[config.mk]
export PLATFORM = sky130hd
export DESIGN_NAME = dse_ctrl
export DESIGN_NICKNAME = d
export VERILOG_FILES = /design/src/design/dse_pkg.sv /design/src/design/dse_ctrl.sv
export SDC_FILE = /design/constraint.sdc
export NUM_CORES = 1
export LEC_CHECK = 0
export ABC_AREA = 1
export BUFFER_PORTS_ARGS = -buffer_cell sky130_fd_sc_hd__buf_2
export CORE_MARGIN = 4
export CORE_UTILIZATION = 50
export CTS_CLUSTER_SIZE = 20
export DETAILED_ROUTE_END_ITERATION = 8
export PLACE_DENSITY = 0.7
export REMOVE_ABC_BUFFERS = 1
export SYNTH_ARGS = -nofsm -noshare
export SYNTH_HDL_FRONTEND = slang
export SYNTH_SLANG_ARGS = --single-unit
[constraint.sdc]
create_clock -name clk -period 2.2 [get_ports clk]
set_input_delay 0.11 -clock clk [delete_from_list [all_inputs] [get_ports clk]]
set_output_delay 0.11 -clock clk [all_outputs]
set_load 0.05 [all_outputs]
[src/design/dse_pkg.sv]
package dse_pkg;

  // Record class codes, shared by the input and result channels.
  localparam int CLASS_W = 2;
  localparam logic [CLASS_W-1:0] CLASS_NORMAL     = 2'd0;
  localparam logic [CLASS_W-1:0] CLASS_CANDIDATE  = 2'd1;
  localparam logic [CLASS_W-1:0] CLASS_USED       = 2'd2;
  localparam logic [CLASS_W-1:0] CLASS_ELIMINATED = 2'd3;

  // Tolerance register and result index widths.
  localparam int TOL_W   = 31;
  localparam logic [TOL_W-1:0] TOL_RESET = 31'd66;
  localparam int INDEX_W = 6;

  // Geometry of one record: two points of three axes.
  localparam int N_AXES        = 3;
  localparam int N_COORDS      = 2 * N_AXES;
  localparam int N_POINT_PAIRS = 4;
  localparam int N_DIFFS       = N_POINT_PAIRS * N_AXES;

  // Commands from the controller to the datapath.
  typedef struct packed {
    logic wr_rec;   // store the accepted item at wr_addr
    logic latch_i;  // capture the record read at rd_addr as the reference record
    logic issue;    // start a comparison against the record read at rd_addr
  } cmd_t;

  // Status from the datapath to the controller.
  typedef struct packed {
    logic class_cand;  // class read at rd_addr is candidate
    logic pipe_busy;   // a comparison is still in flight
  } status_t;

endpackage

[src/design/dse_ctrl.sv]
module dse_ctrl import dse_pkg::*; #(
  parameter int MAX_RECORDS = 64
) (
  input  logic                           clk,
  input  logic                           rst,
  input  logic                           in_valid,
  output logic                           in_ready,
  input  logic                           last_record,
  output logic                           out_valid,
  input  logic                           out_ready,
  output logic [INDEX_W-1:0]             record_index,
  output logic                           last_result,
  output logic                           overflow,
  output cmd_t                           cmd,
  output logic [$clog2(MAX_RECORDS)-1:0] wr_addr,
  output logic [$clog2(MAX_RECORDS)-1:0] rd_addr,
  input  status_t                        status
);

  localparam int AW = $clog2(MAX_RECORDS);
  localparam int CW = $clog2(MAX_RECORDS + 1);

  typedef enum logic [6:0] {
    S_LOAD     = 7'b0000001,
    S_I_RD     = 7'b0000010,
    S_I_CHK    = 7'b0000100,
    S_J_RUN    = 7'b0001000,
    S_DRAIN    = 7'b0010000,
    S_EMIT_RD  = 7'b0100000,
    S_EMIT_OUT = 7'b1000000
  } state_t;

  state_t        state, state_next;
  logic [CW-1:0] cnt, cnt_next;
  logic          ovf, ovf_next;
  logic [AW-1:0] i, i_next;
  logic [AW-1:0] j, j_next;
  logic [AW-1:0] k, k_next;
  logic          accept;
  logic          full;
  logic [CW-1:0] i_plus1;
  logic          i_done;
  logic          j_last;
  logic          k_last;

  assign in_ready     = (state == S_LOAD);
  assign out_valid    = (state == S_EMIT_OUT);
  assign accept       = in_valid && in_ready;
  assign full         = (cnt == CW'(MAX_RECORDS));
  assign wr_addr      = cnt[AW-1:0];
  assign i_plus1      = CW'(i) + CW'(1);
  assign i_done       = i_plus1 >= (cnt - CW'(1));
  assign j_last       = (CW'(j) + CW'(1)) == cnt;
  assign k_last       = (CW'(k) + CW'(1)) == cnt;
  assign record_index = INDEX_W'(k);
  assign last_result  = k_last;
  assign overflow     = ovf;

  always_comb begin
    state_next = state;
    cnt_next   = cnt;
    ovf_next   = ovf;
    i_next     = i;
    j_next     = j;
    k_next     = k;
    cmd        = '0;
    rd_addr    = i;
    unique case (state)
      S_LOAD: begin
        if (accept) begin
          if (full) begin
            ovf_next = 1'b1;
          end else begin
            cmd.wr_rec = 1'b1;
            cnt_next   = cnt + CW'(1);
          end
          if (last_record) begin
            i_next     = '0;
            state_next = S_I_RD;
          end
        end
      end
      S_I_RD: begin
        state_next = S_I_CHK;
      end
      S_I_CHK: begin
        cmd.latch_i = 1'b1;
        if (status.class_cand && (i_plus1 < cnt)) begin
          j_next     = i_plus1[AW-1:0];
          state_next = S_J_RUN;
        end else if (i_done) begin
          k_next     = '0;
          state_next = S_EMIT_RD;
        end else begin
          i_next     = i + AW'(1);
          state_next = S_I_RD;
        end
      end
      S_J_RUN: begin
        rd_addr   = j;
        cmd.issue = 1'b1;
        if (j_last) begin
          state_next = S_DRAIN;
        end else begin
          j_next = j + AW'(1);
        end
      end
      S_DRAIN: begin
        if (!status.pipe_busy) begin
          if (i_done) begin
            k_next     = '0;
            state_next = S_EMIT_RD;
          end else begin
            i_next     = i + AW'(1);
            state_next = S_I_RD;
          end
        end
      end
      S_EMIT_RD: begin
        rd_addr    = k;
        state_next = S_EMIT_OUT;
      end
      S_EMIT_OUT: begin
        rd_addr = k;
        if (out_ready) begin
          if (k_last) begin
            cnt_next   = '0;
            ovf_next   = 1'b0;
            k_next     = '0;
            state_next = S_LOAD;
          end else begin
            k_next     = k + AW'(1);
            state_next = S_EMIT_RD;
          end
        end
      end
      default: begin
        state_next = S_LOAD;
      end
    endcase
  end

  always_ff @(posedge clk) begin
    if (rst) begin
      state <= S_LOAD;
      cnt   <= '0;
      ovf   <= 1'b0;
      i     <= '0;
      j     <= '0;
      k     <= '0;
    end else begin
      state <= state_next;
      cnt   <= cnt_next;
      ovf   <= ovf_next;
      i     <= i_next;
      j     <= j_next;
      k     <= k_next;
    end
  end

  a_load_idle: assert property (@(posedge clk) disable iff (rst)
    (state == S_LOAD) |-> !status.pipe_busy)
    else $error("loading while comparisons are in flight");

  a_issue_in_table: assert property (@(posedge clk) disable iff (rst)
    cmd.issue |-> (CW'(j) < cnt) && (j > i))
    else $error("comparison issued outside the loaded table");

  a_latch_idle: assert property (@(posedge clk) disable iff (rst)
    cmd.latch_i |-> !status.pipe_busy)
    else $error("reference record replaced during comparisons");

  a_result_holds: assert property (@(posedge clk) disable iff (rst)
    (out_valid && !out_ready) |=> out_valid && $stable(k) && $stable(ovf))
    else $error("stalled result changed");

endmodule

==> impl_metrics.tcl <==
set metrics [dict create \
    grt_pass1_wl_um 13500 \
    drive_gt1_share_pct 34.8 \
    synth_area_sq_um 2750 \
    clk_latency_ps 290 \
    post_synth_num_cell_types 34 \
    vias_per_cell 5.51 \
    num_rows 26 \
    period_minus_slack_ps 2290 \
    yosysWarnings 0 \
    fin_skew_ps 9.55 \
    relSlewSlack_pct 59.3 \
    syn_inst 428 \
    crit_path_max_fanout 6 \
    vdd_drop_max_uv 773 \
    gp_congestion 0.935 \
    worst_pin_slew_ps 610 \
    grt_max_degree 17 \
    cts_root_buf "clkbuf_8" \
    yosys.area.top_type "dfxtp_1" \
    seq_area_frac_synth_pct 24.0 \
    vias 3209 \
    die_area_sq_um 6760 \
    violations "setup timing" \
    cts_inserted_buffers 5 \
    async_flop_share_pct 0 \
    cp-end-kind "flop" \
    synth_seq_cells 33 \
    ys.flop_type "dfxtp_1" \
    grt_overflow 0 \
    drt_iter0_markers 277 \
    setup_viol 18 \
    antennaDiodeCount 0 \
    final-max-slew-violation-count 0 \
    portBuffers 31 \
    hp-class "in2reg" \
    synth-edff-count 0 \
    leakagePower_nw 1.78 \
    initial_core_util_pct 52.6 \
    die_w_um 82.2 \
    hold_violations 0 \
    grt_usage_pct 26.2 \
    rsz0062_at_grt "yes" \
    place_ws_ps -216 \
    core-area_sq_um 5240 \
    power_density_nw_per_um2 972 \
    hold_buffers 0 \
    htreeDepth 2 \
    die_y_um 82.2 \
    clk_pin_slew_worst_paths_ps 70 \
    max_freq_ghz 0.437 \
    drt-total-wl_um 8900 \
    outcome "finished with violations" \
    period_share_pct 104 \
    wl_per_cell_um 15.3 \
    drc 0 \
    fin_ws_ps -89.7 \
    grt_pass1_vias 2809 \
    worstPathArrival_ps 2450 \
    n_fill_cell 435 \
    syn_area_per_cell_sq_um 6.43 \
    antenna_found_initial 0 \
    dpl.hpwl_um 6230 \
    cts_tree "built" \
    synth_area_leaders "dfxtp_1 24%, nand2_1 12%, ha_1 9.1%, inv_1 7.6%, nor2_1 7.1%" \
    crit_type "reg2reg" \
    cp.required_ps 2360 \
    cap_violations 0 \
    ant_nets 0 \
    power_w 0.00370 \
    clkSinkCount 33 \
    drt_pre_antenna_iters 5 \
    fin_nets 539 \
    start_kind "flop" \
    syn2layout_area_growth_pct 38.3 \
    io_pins 32 \
    synth_top_area_share_pct 24.0 \
    clockBufferDepth 2 \
]
[power by group]
part           switching, W  internal [W]  leakage (nW)
registers         0.0000874      0.000693         0.272
logic               0.00152      0.000939          1.46
clock network      0.000218      0.000248        0.0443
[per-layer routing]
metal	vias up	global-route usage, %	share of wire [%]
met5	-	0	0
met2	151	43.6	48
li1	1550	-	-
met1	1480	33.7	42
met4	0	8.31	2.6
met3	28	5.31	7.3
[cell usage after synthesis (2+ instances only)]
master / instances
nor3_1: 6
nand3_1: 31
inv_2: 13
clkbuf_1: 3
inv_1: 56
ha_1: 20
o221ai_1: 4
xor2_1: 15
dfxtp_1: 33
o21bai_1: 2
a21oi_1: 26
o21a_1: 2
nor4_4: 2
nor2_1: 52
nor4_1: 4
o21ai_0: 17
o21ai_1: 13
buf_4: 7
nand2_1: 89
nand2_2: 6
nand4_1: 14
[per-stage QoR]
stage	utilization, %	area (sq um)	hold slack (ps)	setup TNS, ps	instances
6_report	72.7	3810	147	-1110	582
4_1_cts	67.4	3530	142	-282	572
3_5_place_dp	61.4	3220	437	-3300	557
5_1_grt	72.7	3810	173	-4380	582
3_3_place_gp	61.4	3220	438	-2640	557
2_1_floorplan	-	2670	179	-11920	416
[state kept, by name, indices dropped and copies added, names as in the netlist]
signal	flops
cnt	7
state	7
i	6
j	6
record_index	6
overflow	1
[worst paths after layout]
| path | start | endpoint | slack [ps] | cells after the start |
|---|---|---|---|---|
| max | cnt[2] | record_index[3] | -90 | 17 |
| min | out_ready | state[6] | 150 | 3 |
| max reg2reg | cnt[2] | record_index[3] | -90 | 17 |
| min reg2reg | overflow | overflow | 470 | 2 |
[cell families (layout without fill, tap and decap cells)]
group / after synthesis / after routing / share of synthesized area (%)
simple gates: 210 / 210 / 35.8
buf+inv: 81 / 165 / 12.3
compound gates: 68 / 68 / 13.7
flops: 33 / 33 / 24.0
fa+ha+maj: 20 / 20 / 9.09
xor+xnor: 16 / 16 / 5.09
[worst max-delay path, cell delays in order (launching register included)]
cell,delay [ps]
dfxtp_2,320
buf_4,130
inv_2,60
nand3_2,90
buf_4,150
xor2_2,140
inv_2,60
ha_4,260
nand2_1,40
nor2_1,120
nand4_1,150
nand3_2,140
a21oi_2,70
nor2_2,130
buf_6,140
o21ai_1,60
o21ai_1,70
nor2_1,50
[timing repair]
action,in CTS,in global routing
endpoints found under the hold margin,0,0
gates cloned,1,0
buffers inserted,7,11
endpoints found under the setup margin,26,37
gates resized for setup,44,57
pin swaps,15,19
[cell usage in the layout (no fill, tap or decap), drive strengths merged]
cell     n
a21oi   27
a22oi    1
buf     88
clkbuf   8
dfxtp   33
ha      20
inv     69
nand2   96
nand3   33
nand4   14
nor2    54
nor3     6
nor4     6
o211ai   1
o21a     2
o21ai   31
o21bai   2
o221ai   4
or2      1
xnor2    1
xor2    15
[layout make-up]
cell class                      count  area [sq um]  share of cell area (%)
Clock buffer                        7          86.3                    2.27
Inverter                           69           262                    6.87
Sequential cell                    33           677                    17.8
Timing Repair Buffer               89           634                    16.7
Multi-Input combinational cell    314          2060                    54.1
Tap cell                           70          87.6                    2.30
Power figures use the tool's default switching activity.
